--- config.mk ---
export PLATFORM = sky130hd
export DESIGN_NAME = rpc_seq
export DESIGN_NICKNAME = d
export VERILOG_FILES = /design/src/rtl/rpc_pkg.sv /design/src/rtl/rpc_seq.sv
export SDC_FILE = /design/constraint.sdc
export NUM_CORES = 1
export LEC_CHECK = 0
export ABC_AREA = 1
export BUFFER_PORTS_ARGS = -buffer_cell sky130_fd_sc_hd__buf_4
export CORE_MARGIN = 4
export CORE_UTILIZATION = 45
export DETAILED_ROUTE_END_ITERATION = 8
export PLACE_DENSITY = 0.67
export SLEW_MARGIN = 15
export SYNTH_ARGS = -nofsm -noshare
export SYNTH_HDL_FRONTEND = slang
export SYNTH_SLANG_ARGS = --single-unit
--- constraint.sdc ---
create_clock -name clk -period 12.26 [get_ports clk]
set_input_delay 3.678 -clock clk [delete_from_list [all_inputs] [get_ports clk]]
set_output_delay 3.678 -clock clk [all_outputs]
set_load 0.02 [all_outputs]
--- src/rtl/rpc_pkg.sv ---
package rpc_pkg;

    localparam int TARGET_W = 13;
    localparam int PART_W   = 3;
    localparam int COUNT_W  = 63;

    localparam logic [COUNT_W-1:0] COUNT_SAT = {COUNT_W{1'b1}};

    typedef enum logic [1:0] {
        ST_IDLE,
        ST_BUILD,
        ST_LOOKUP,
        ST_FETCH
    } rpc_state_t;

endpackage

--- src/rtl/rpc_seq.sv ---
module rpc_seq
    import rpc_pkg::*;
#(
    parameter int MAX_VALUE = 8192,
    parameter int MAX_PART  = 4,
    parameter int ROW_W     = 13,
    parameter int COL_W     = 2
)
(
    input  logic                     clk,
    input  logic                     rst_n,
    input  logic                     start,
    input  logic [TARGET_W-1:0]      target_value,
    input  logic [PART_W-1:0]        largest_part,
    output logic                     busy,
    output logic                     res_valid,
    output logic [COUNT_W-1:0]       res_value,
    output logic                     wr_en,
    output logic [ROW_W+COL_W-1:0]   wr_addr,
    output logic [COUNT_W-1:0]       wr_data,
    output logic                     rd_en,
    output logic [ROW_W+COL_W-1:0]   rd_addr,
    input  logic [COUNT_W-1:0]       rd_data
);

    localparam int STEP_W = $clog2(MAX_PART + 1);

    rpc_state_t          state_reg, state_next;
    logic [STEP_W-1:0]   step_reg, step_next;
    logic [ROW_W:0]      rows_reg, rows_next;
    logic [COUNT_W-1:0]  acc_reg, acc_next;
    logic                used_reg, used_next;
    logic [ROW_W:0]      row_tgt_reg, row_tgt_next;
    logic [COL_W-1:0]    col_reg, col_next;

    logic                accept;
    logic                in_range;
    logic [16:0]         target_ext;
    logic [ROW_W:0]      target_row;
    logic [4:0]          part_clamped;
    logic [ROW_W-1:0]    cur_row;
    logic [ROW_W-1:0]    src_row;
    logic [ROW_W:0]      step_ext;
    logic                last_step;
    logic                first_step;
    logic [COUNT_W:0]    sum;
    logic [COUNT_W-1:0]  sum_sat;

    assign busy       = (state_reg != ST_IDLE);
    assign accept     = start && !busy;
    assign target_ext = {4'd0, target_value};
    assign target_row = target_ext[ROW_W:0];
    assign in_range   = ({19'd0, target_value} < 32'(MAX_VALUE));

    assign part_clamped = ({2'd0, largest_part} > 5'(MAX_PART)) ? 5'(MAX_PART)
                                                                : {2'd0, largest_part};

    assign cur_row    = rows_reg[ROW_W-1:0];
    assign step_ext   = (ROW_W+1)'(step_reg);
    assign src_row    = cur_row - step_ext[ROW_W-1:0] - ROW_W'(1);
    assign last_step  = (step_reg == STEP_W'(MAX_PART));
    assign first_step = (step_reg == '0);

    // p(n,j) = p(n,j-1) + p(n-j,j), held at the top of the range
    assign sum     = {1'b0, acc_reg} + {1'b0, (used_reg ? rd_data : '0)};
    assign sum_sat = sum[COUNT_W] ? COUNT_SAT : sum[COUNT_W-1:0];

    always_ff @(posedge clk or negedge rst_n)
    begin
        if (!rst_n)
        begin
            state_reg <= ST_IDLE;
            step_reg  <= '0;
            rows_reg  <= '0;
        end
        else
        begin
            state_reg <= state_next;
            step_reg  <= step_next;
            rows_reg  <= rows_next;
        end
    end

    always_ff @(posedge clk)
    begin
        acc_reg     <= acc_next;
        used_reg    <= used_next;
        row_tgt_reg <= row_tgt_next;
        col_reg     <= col_next;
    end

    // next state
    always_comb
    begin
        state_next = state_reg;
        case (state_reg)
            ST_IDLE:
            begin
                if (accept && in_range && (largest_part != '0))
                begin
                    state_next = (rows_reg <= target_row) ? ST_BUILD : ST_LOOKUP;
                end
            end
            ST_BUILD:
            begin
                if (last_step && (rows_reg >= row_tgt_reg))
                begin
                    state_next = ST_LOOKUP;
                end
            end
            ST_LOOKUP: state_next = ST_FETCH;
            ST_FETCH:  state_next = ST_IDLE;
            default:   state_next = ST_IDLE;
        endcase
    end

    // datapath and memory control
    always_comb
    begin
        step_next    = step_reg;
        rows_next    = rows_reg;
        acc_next     = acc_reg;
        used_next    = used_reg;
        row_tgt_next = row_tgt_reg;
        col_next     = col_reg;
        res_valid    = 1'b0;
        res_value    = '0;
        wr_en        = 1'b0;
        wr_addr      = {cur_row, COL_W'(step_reg - STEP_W'(1))};
        wr_data      = sum_sat;
        rd_en        = 1'b0;
        rd_addr      = {src_row, COL_W'(step_reg)};

        case (state_reg)
            ST_IDLE:
            begin
                step_next = '0;
                if (accept)
                begin
                    row_tgt_next = target_row;
                    col_next     = COL_W'(part_clamped - 5'd1);
                    if (!in_range || (largest_part == '0))
                    begin
                        res_valid = 1'b1;
                        res_value = (in_range && (target_value == '0)) ? COUNT_W'(1) : '0;
                    end
                end
            end
            ST_BUILD:
            begin
                if (!last_step)
                begin
                    rd_en     = (rows_reg > step_ext);
                    used_next = (rows_reg > step_ext);
                end
                if (first_step)
                begin
                    acc_next = (rows_reg == '0) ? COUNT_W'(1) : '0;
                end
                else
                begin
                    acc_next = sum_sat;
                    wr_en    = 1'b1;
                end
                if (last_step)
                begin
                    rows_next = rows_reg + (ROW_W+1)'(1);
                    step_next = '0;
                end
                else
                begin
                    step_next = step_reg + STEP_W'(1);
                end
            end
            ST_LOOKUP:
            begin
                rd_en   = 1'b1;
                rd_addr = {row_tgt_reg[ROW_W-1:0], col_reg};
            end
            ST_FETCH:
            begin
                res_valid = 1'b1;
                res_value = rd_data;
            end
            default:
            begin
                step_next = '0;
            end
        endcase
    end

endmodule

* After elaboration in Yosys (flattened, before gate mapping)
Cells that the tools add are included.
** Operators by class
- Add/subtract/negate cells :: 7
- Multiply operators :: 0
- Div/mod/pow operators :: 0
- $lt $le $gt $ge :: 4
- Eq/ne operators :: 6
- Shifts and indexed selects :: 0
- Multiplexer cells :: 23
- Bitwise logic cells :: 1
- Reductions and logical operators :: 16
** Operator list (number)
- 2-to-1 mux 63 bit :: 3
- one-hot mux 63 bit (2 select lines) :: 1
- adder 63 x 63 -> 64 bit :: 1
- 2-to-1 mux 15 bit :: 1
- adder 14 x 1 -> 14 bit (second input constant) :: 1
- >= comparator 14 x 13 -> 1 bit :: 1
- > comparator 14 x 3 -> 1 bit :: 1
- <= comparator 14 x 13 -> 1 bit :: 1
- logical NOT 14 bit :: 1
- logical NOT 13 bit :: 1
- subtractor 13 x 1 -> 13 bit (second input constant) :: 1
- subtractor 13 x 3 -> 13 bit :: 1
- 2-to-1 mux 1 bit :: 9
- 2-to-1 mux 2 bit :: 4
- one-hot mux 2 bit (4 select lines) :: 1
- AND reduction 2 bit :: 4
- logical NOT 3 bit :: 2
- one-hot mux 3 bit (2 select lines) :: 1
- equality test 2 bit (second input constant) :: 2
- != test 2 bit (second input constant) :: 2
- one-hot mux 1 bit (2 select lines) :: 2
- nonzero test 2 bit :: 2
- subtractor 2 x 1 -> 2 bit (second input constant) :: 2
- adder 3 x 1 -> 3 bit (second input constant) :: 1
- 9 further kinds :: 11
** Word-level totals
- Register bits after elaboration :: 98
- Latch bits :: 0
- Bits in writable memories :: 0
- ROM bits :: 0
- Input port bits :: 82
- Output and inout port bits :: 160
- Word-level logic and storage cells :: 64
- Memories kept :: 0

* Depth between registers and ports, before layout
- Depth after elaboration :: 6
- Depth in mapped cells :: 21

* Worst setup path after synthesis
No wires, ideal clock.
- Path kind :: input-to-output
- Start point :: in rd_data[6]
- End point :: out wr_data[33]
- Arrival time :: 5430 ps
- Data required time :: 8582 ps
- Path slack :: 3152 ps
- Stages :: 15
- Path buffers :: 2
- Path through :: nand2_1 -> inv_1 -> ha_1 -> nand2_1 -> inv_1 -> a21oi_1 -> nand2_2 -> nand2_1 -> nand2_1 -> nand2_1 -> nand2_2 -> a21oi_4 -> buf_4 -> buf_4 -> nand3_1
** Between the ends
- Word-level cells in the longest chain between the ends :: 3
** RTL lines
- from (decl) :: line rpc_seq.sv:23 : input logic [COUNT_W-1:0] rd_data
- 2-to-1 mux 63 bit :: line rpc_seq.sv:65 : assign sum = {1'b0, acc_reg} + {1'b0, (used_reg ? rd_data : '0)};
- adder 63 x 63 -> 64 bit :: line rpc_seq.sv:65
- 2-to-1 mux 63 bit :: line rpc_seq.sv:66 : assign sum_sat = sum[COUNT_W] ? COUNT_SAT : sum[COUNT_W-1:0];
- to (decl) :: line rpc_seq.sv:20 : output logic [COUNT_W-1:0] wr_data,
No other way between the ends.

* Worst setup path in the final report
- Start point :: in rd_data[2]
- End point :: out wr_data[51]
Same word-level chain as after synthesis.

==> results by group <==
Pwr
  • Static leakage: 9.620 nW
  • Clock group share of total power: 7.0%
  • Peak supply drop: 205.4 uV
  • Sequential power share: 14.5%
  • Logic pwr share: 78.5%
  • PD cells: 305.1 nW/um^2
  • Sw Share: 57.76%
  • Cell-internal power: 1.895 mW
  • Sw Pwr: 2.592 mW

Finish
  • Non-Filler Instances: 2718
  • N_diodes: 0
  • Commonest non-fill, non-tap cells in the layout: nand2_1, inv_1, buf_4
  • Layout area overhead: 18.97%
  • FILL cells: 2898
  • Share of post-route cells with drive strength above 1: 11.95%
  • Multi-input logic area: 7092 um^2
  • Most common cell after layout, fill and taps aside: nand2_1
  • Final net count: 2558
  • Register area: 2848 um^2
  • Max reg flops: 63
  • Finished Core Util: 54.42%

Drt
  • 1st-pass router iterations: 5
  • Drt first-iter violations: 860
  • Average vias per placed instance: 4.900
  • Antenna Nets Post-Route: 0
  • # DRC: 0
  • Via count: 13317
  • Total Routed Length: 44150 um
  • DR WL/cell: 16.24 um

Timing
  • Worst-Margin Slew: 1025 ps
  • Rel. slew slack: 31.21%
  • Final Max Tran Viols: 0
  • Final Cycle Share: 85.66%
  • Hold Vio Cnt, Final: 0
  • Final min period: 10500 ps
  • Hold_ws: 600.2 ps
  • Setup-failing EPs final: 0
  • FMAX: 0.09522 GHz
  • Setup TNS Final: 0 ps
  • Fin Clk Skew: 19.22 ps
  • RSZ-0062 raised after global routing: false

Worst setup path
  • R2R setup slack: 7950 ps
  • CP required: 8580 ps
  • R2r endpoint: acc_reg[51]
  • Worst EP arrival: 6820 ps
  • CP endpoint kind: output pin
  • Kind of critical path: in -> out
  • Worst R2R Start: used_reg
  • Crit-path max FO: 77
  • Setup crit start kind: input pin
  • Reg2Reg Depth: 17

Run status
  • Outcome: finished, final reports clean

Hold path
  • Min-Delay Path Depth: 1
  • Hold Crit Class: reg -> reg
  • Hold_sp: rows_reg[13]
  • Hold Crit Endpoint: rows_reg[13]

Floorplanning
  • Floorplan row count: 60
  • Die area: 30190 um^2
  • Initial Utilization: 45.75%
  • Core region area: 27030 um^2
  • Die Span X: 173.8 um
  • Die height: 173.8 um
  • Top Ports: 242

CTS
  • Clk sinks: 98
  • Num CTS Buffers: 9
  • Skew-Pair Late Insertion Delay: 380 ps
  • Post-CTS sizing: 0
  • CTS H-tree depth: 3
  • Post-CTS Setup Bufs: 0
  • TritonCTS clock tree: done
  • CTS Root Buffer Type: clkbuf_16
  • Clk pin slew, worst setup/hold paths: 80 ps
  • CTS max path bufs: 2
  • Post-CTS Hold Fix Bufs: 0

Global routing
  • Largest net degree at the start of global routing: 78
  • Grt ovf: 0
  • Vias in the first global route: 12661
  • Global Route Usage Sum: 28.38%
  • First-pass GRT wire length: 68340 um
  • Antenna violations before repair: 0

Place
  • RePlAce Congestion: 0.9567
  • Dpl cells: 2701
  • Post-DP HPWL: 36780 um
  • PortBufs: 241

Synth
  • Post-synthesis net count: 2346
  • Yosys top cell area share: 25.14%
  • Syn. warnings: 0
  • Synth area leader: nand2_1
  • Post-synthesis cell type count: 42
  • Synthesized flop and latch total: 98
  • Register area share after synthesis: 23.03%
  • Syn Area/Cell: 5.724 um^2
  • Synthesized cell area: 12360 um^2
  • Area contributors post-synth: nand2_1, edfxtp_1, inv_1, ha_1, nor2_1
  • Syn Inst Count: 2160

Run
  • Max cap viols: 0
[worst max-delay path: stages]
cell and delay, ps:
buf_4 110, nand2_1 50, inv_1 50, ha_1 360
nand2_1 140, nand3_2 130, nand2_1 100, nand2_2 80
nand2_1 70, nand2_1 170, nand2_1 130, nand2_2 130
a21oi_4 140, buf_4 720, nand3_1 450, buf_4 290
[stage by stage]
stage,total power [mW],instance area [um^2],setup WS [ps]
floorplan,2.893,12360,3152
global placement,4.129,14390,1822
detailed placement,4.150,14390,1822
CTS,4.476,14690,1830
global route,4.871,14710,1581
finish,4.487,14710,1758
[synthesized netlist by cell type, drive strengths merged]
| library cell | count |
|---|---|
| o21ai | 28 |
| edfxtp | 79 |
| a21o | 1 |
| inv | 578 |
| nand4 | 28 |
| or2 | 2 |
| xor2 | 43 |
| a211oi | 1 |
| nor3 | 19 |
| ha | 102 |
| nand2 | 833 |
| a21oi | 71 |
| nor2 | 163 |
| xnor2 | 1 |
| and2 | 13 |
| fa | 2 |
| o22ai | 3 |
| nor4 | 8 |
| o31ai | 1 |
| clkbuf | 19 |
| a22oi | 3 |
| clkinv | 1 |
| a21boi | 2 |
| and3 | 1 |
| dfrtp | 19 |
| o211ai | 2 |
| a31oi | 10 |
| buf | 27 |
| o21a | 1 |
| nand3 | 99 |
[logic make-up after synthesis]
family | synth area share [%]
simple gates | 38.07
buf+inv | 19.64
flops | 23.03
compound gates | 5.485
xor+xnor | 3.117
fa+ha+maj | 10.65
[worst max path at each step]
stage	depth (start not counted)	to	slack, ps	startpoint
after global placement	16	wr_data[51]	1820	rd_data[2]
after global routing	18	wr_data[51]	1580	rd_data[14]
final	16	wr_data[51]	1760	rd_data[2]
after detailed placement	16	wr_data[51]	1820	rd_data[2]
after floorplan	15	wr_data[33]	3150	rd_data[6]
after CTS	16	wr_data[51]	1830	rd_data[2]
[area by class of cell]
cell class | instances | share of cell area (%)
Sequential cell | 98 | 19.36
Clock buffer | 9 | 1.531
Multi-Input combinational cell | 1437 | 48.22
Inverter | 579 | 14.78
Clock inverter | 7 | 0.5530
Tap cell | 341 | 2.901
Timing Repair Buffer | 247 | 12.66
[power by group through the flow]
stage | logic (mW) | registers, mW | clock network (mW)
2_1_floorplan | 2.26 | 0.631 | 0
3_3_place_gp | 3.46 | 0.665 | 0
3_5_place_dp | 3.48 | 0.670 | 0
4_1_cts | 3.50 | 0.663 | 0.318
5_1_grt | 3.88 | 0.662 | 0.331
6_report | 3.52 | 0.650 | 0.315
[layer usage]
layer | wire (um) | part of all wire [%] | track usage (%)
met3 | 3357 | 7.6 | 5.060
met2 | 19840 | 45 | 46.39
met4 | 730 | 1.7 | 6.368
met5 | 0 | 0 | 0
met1 | 20220 | 46 | 39.32
(Power assumes the default switching activity.)
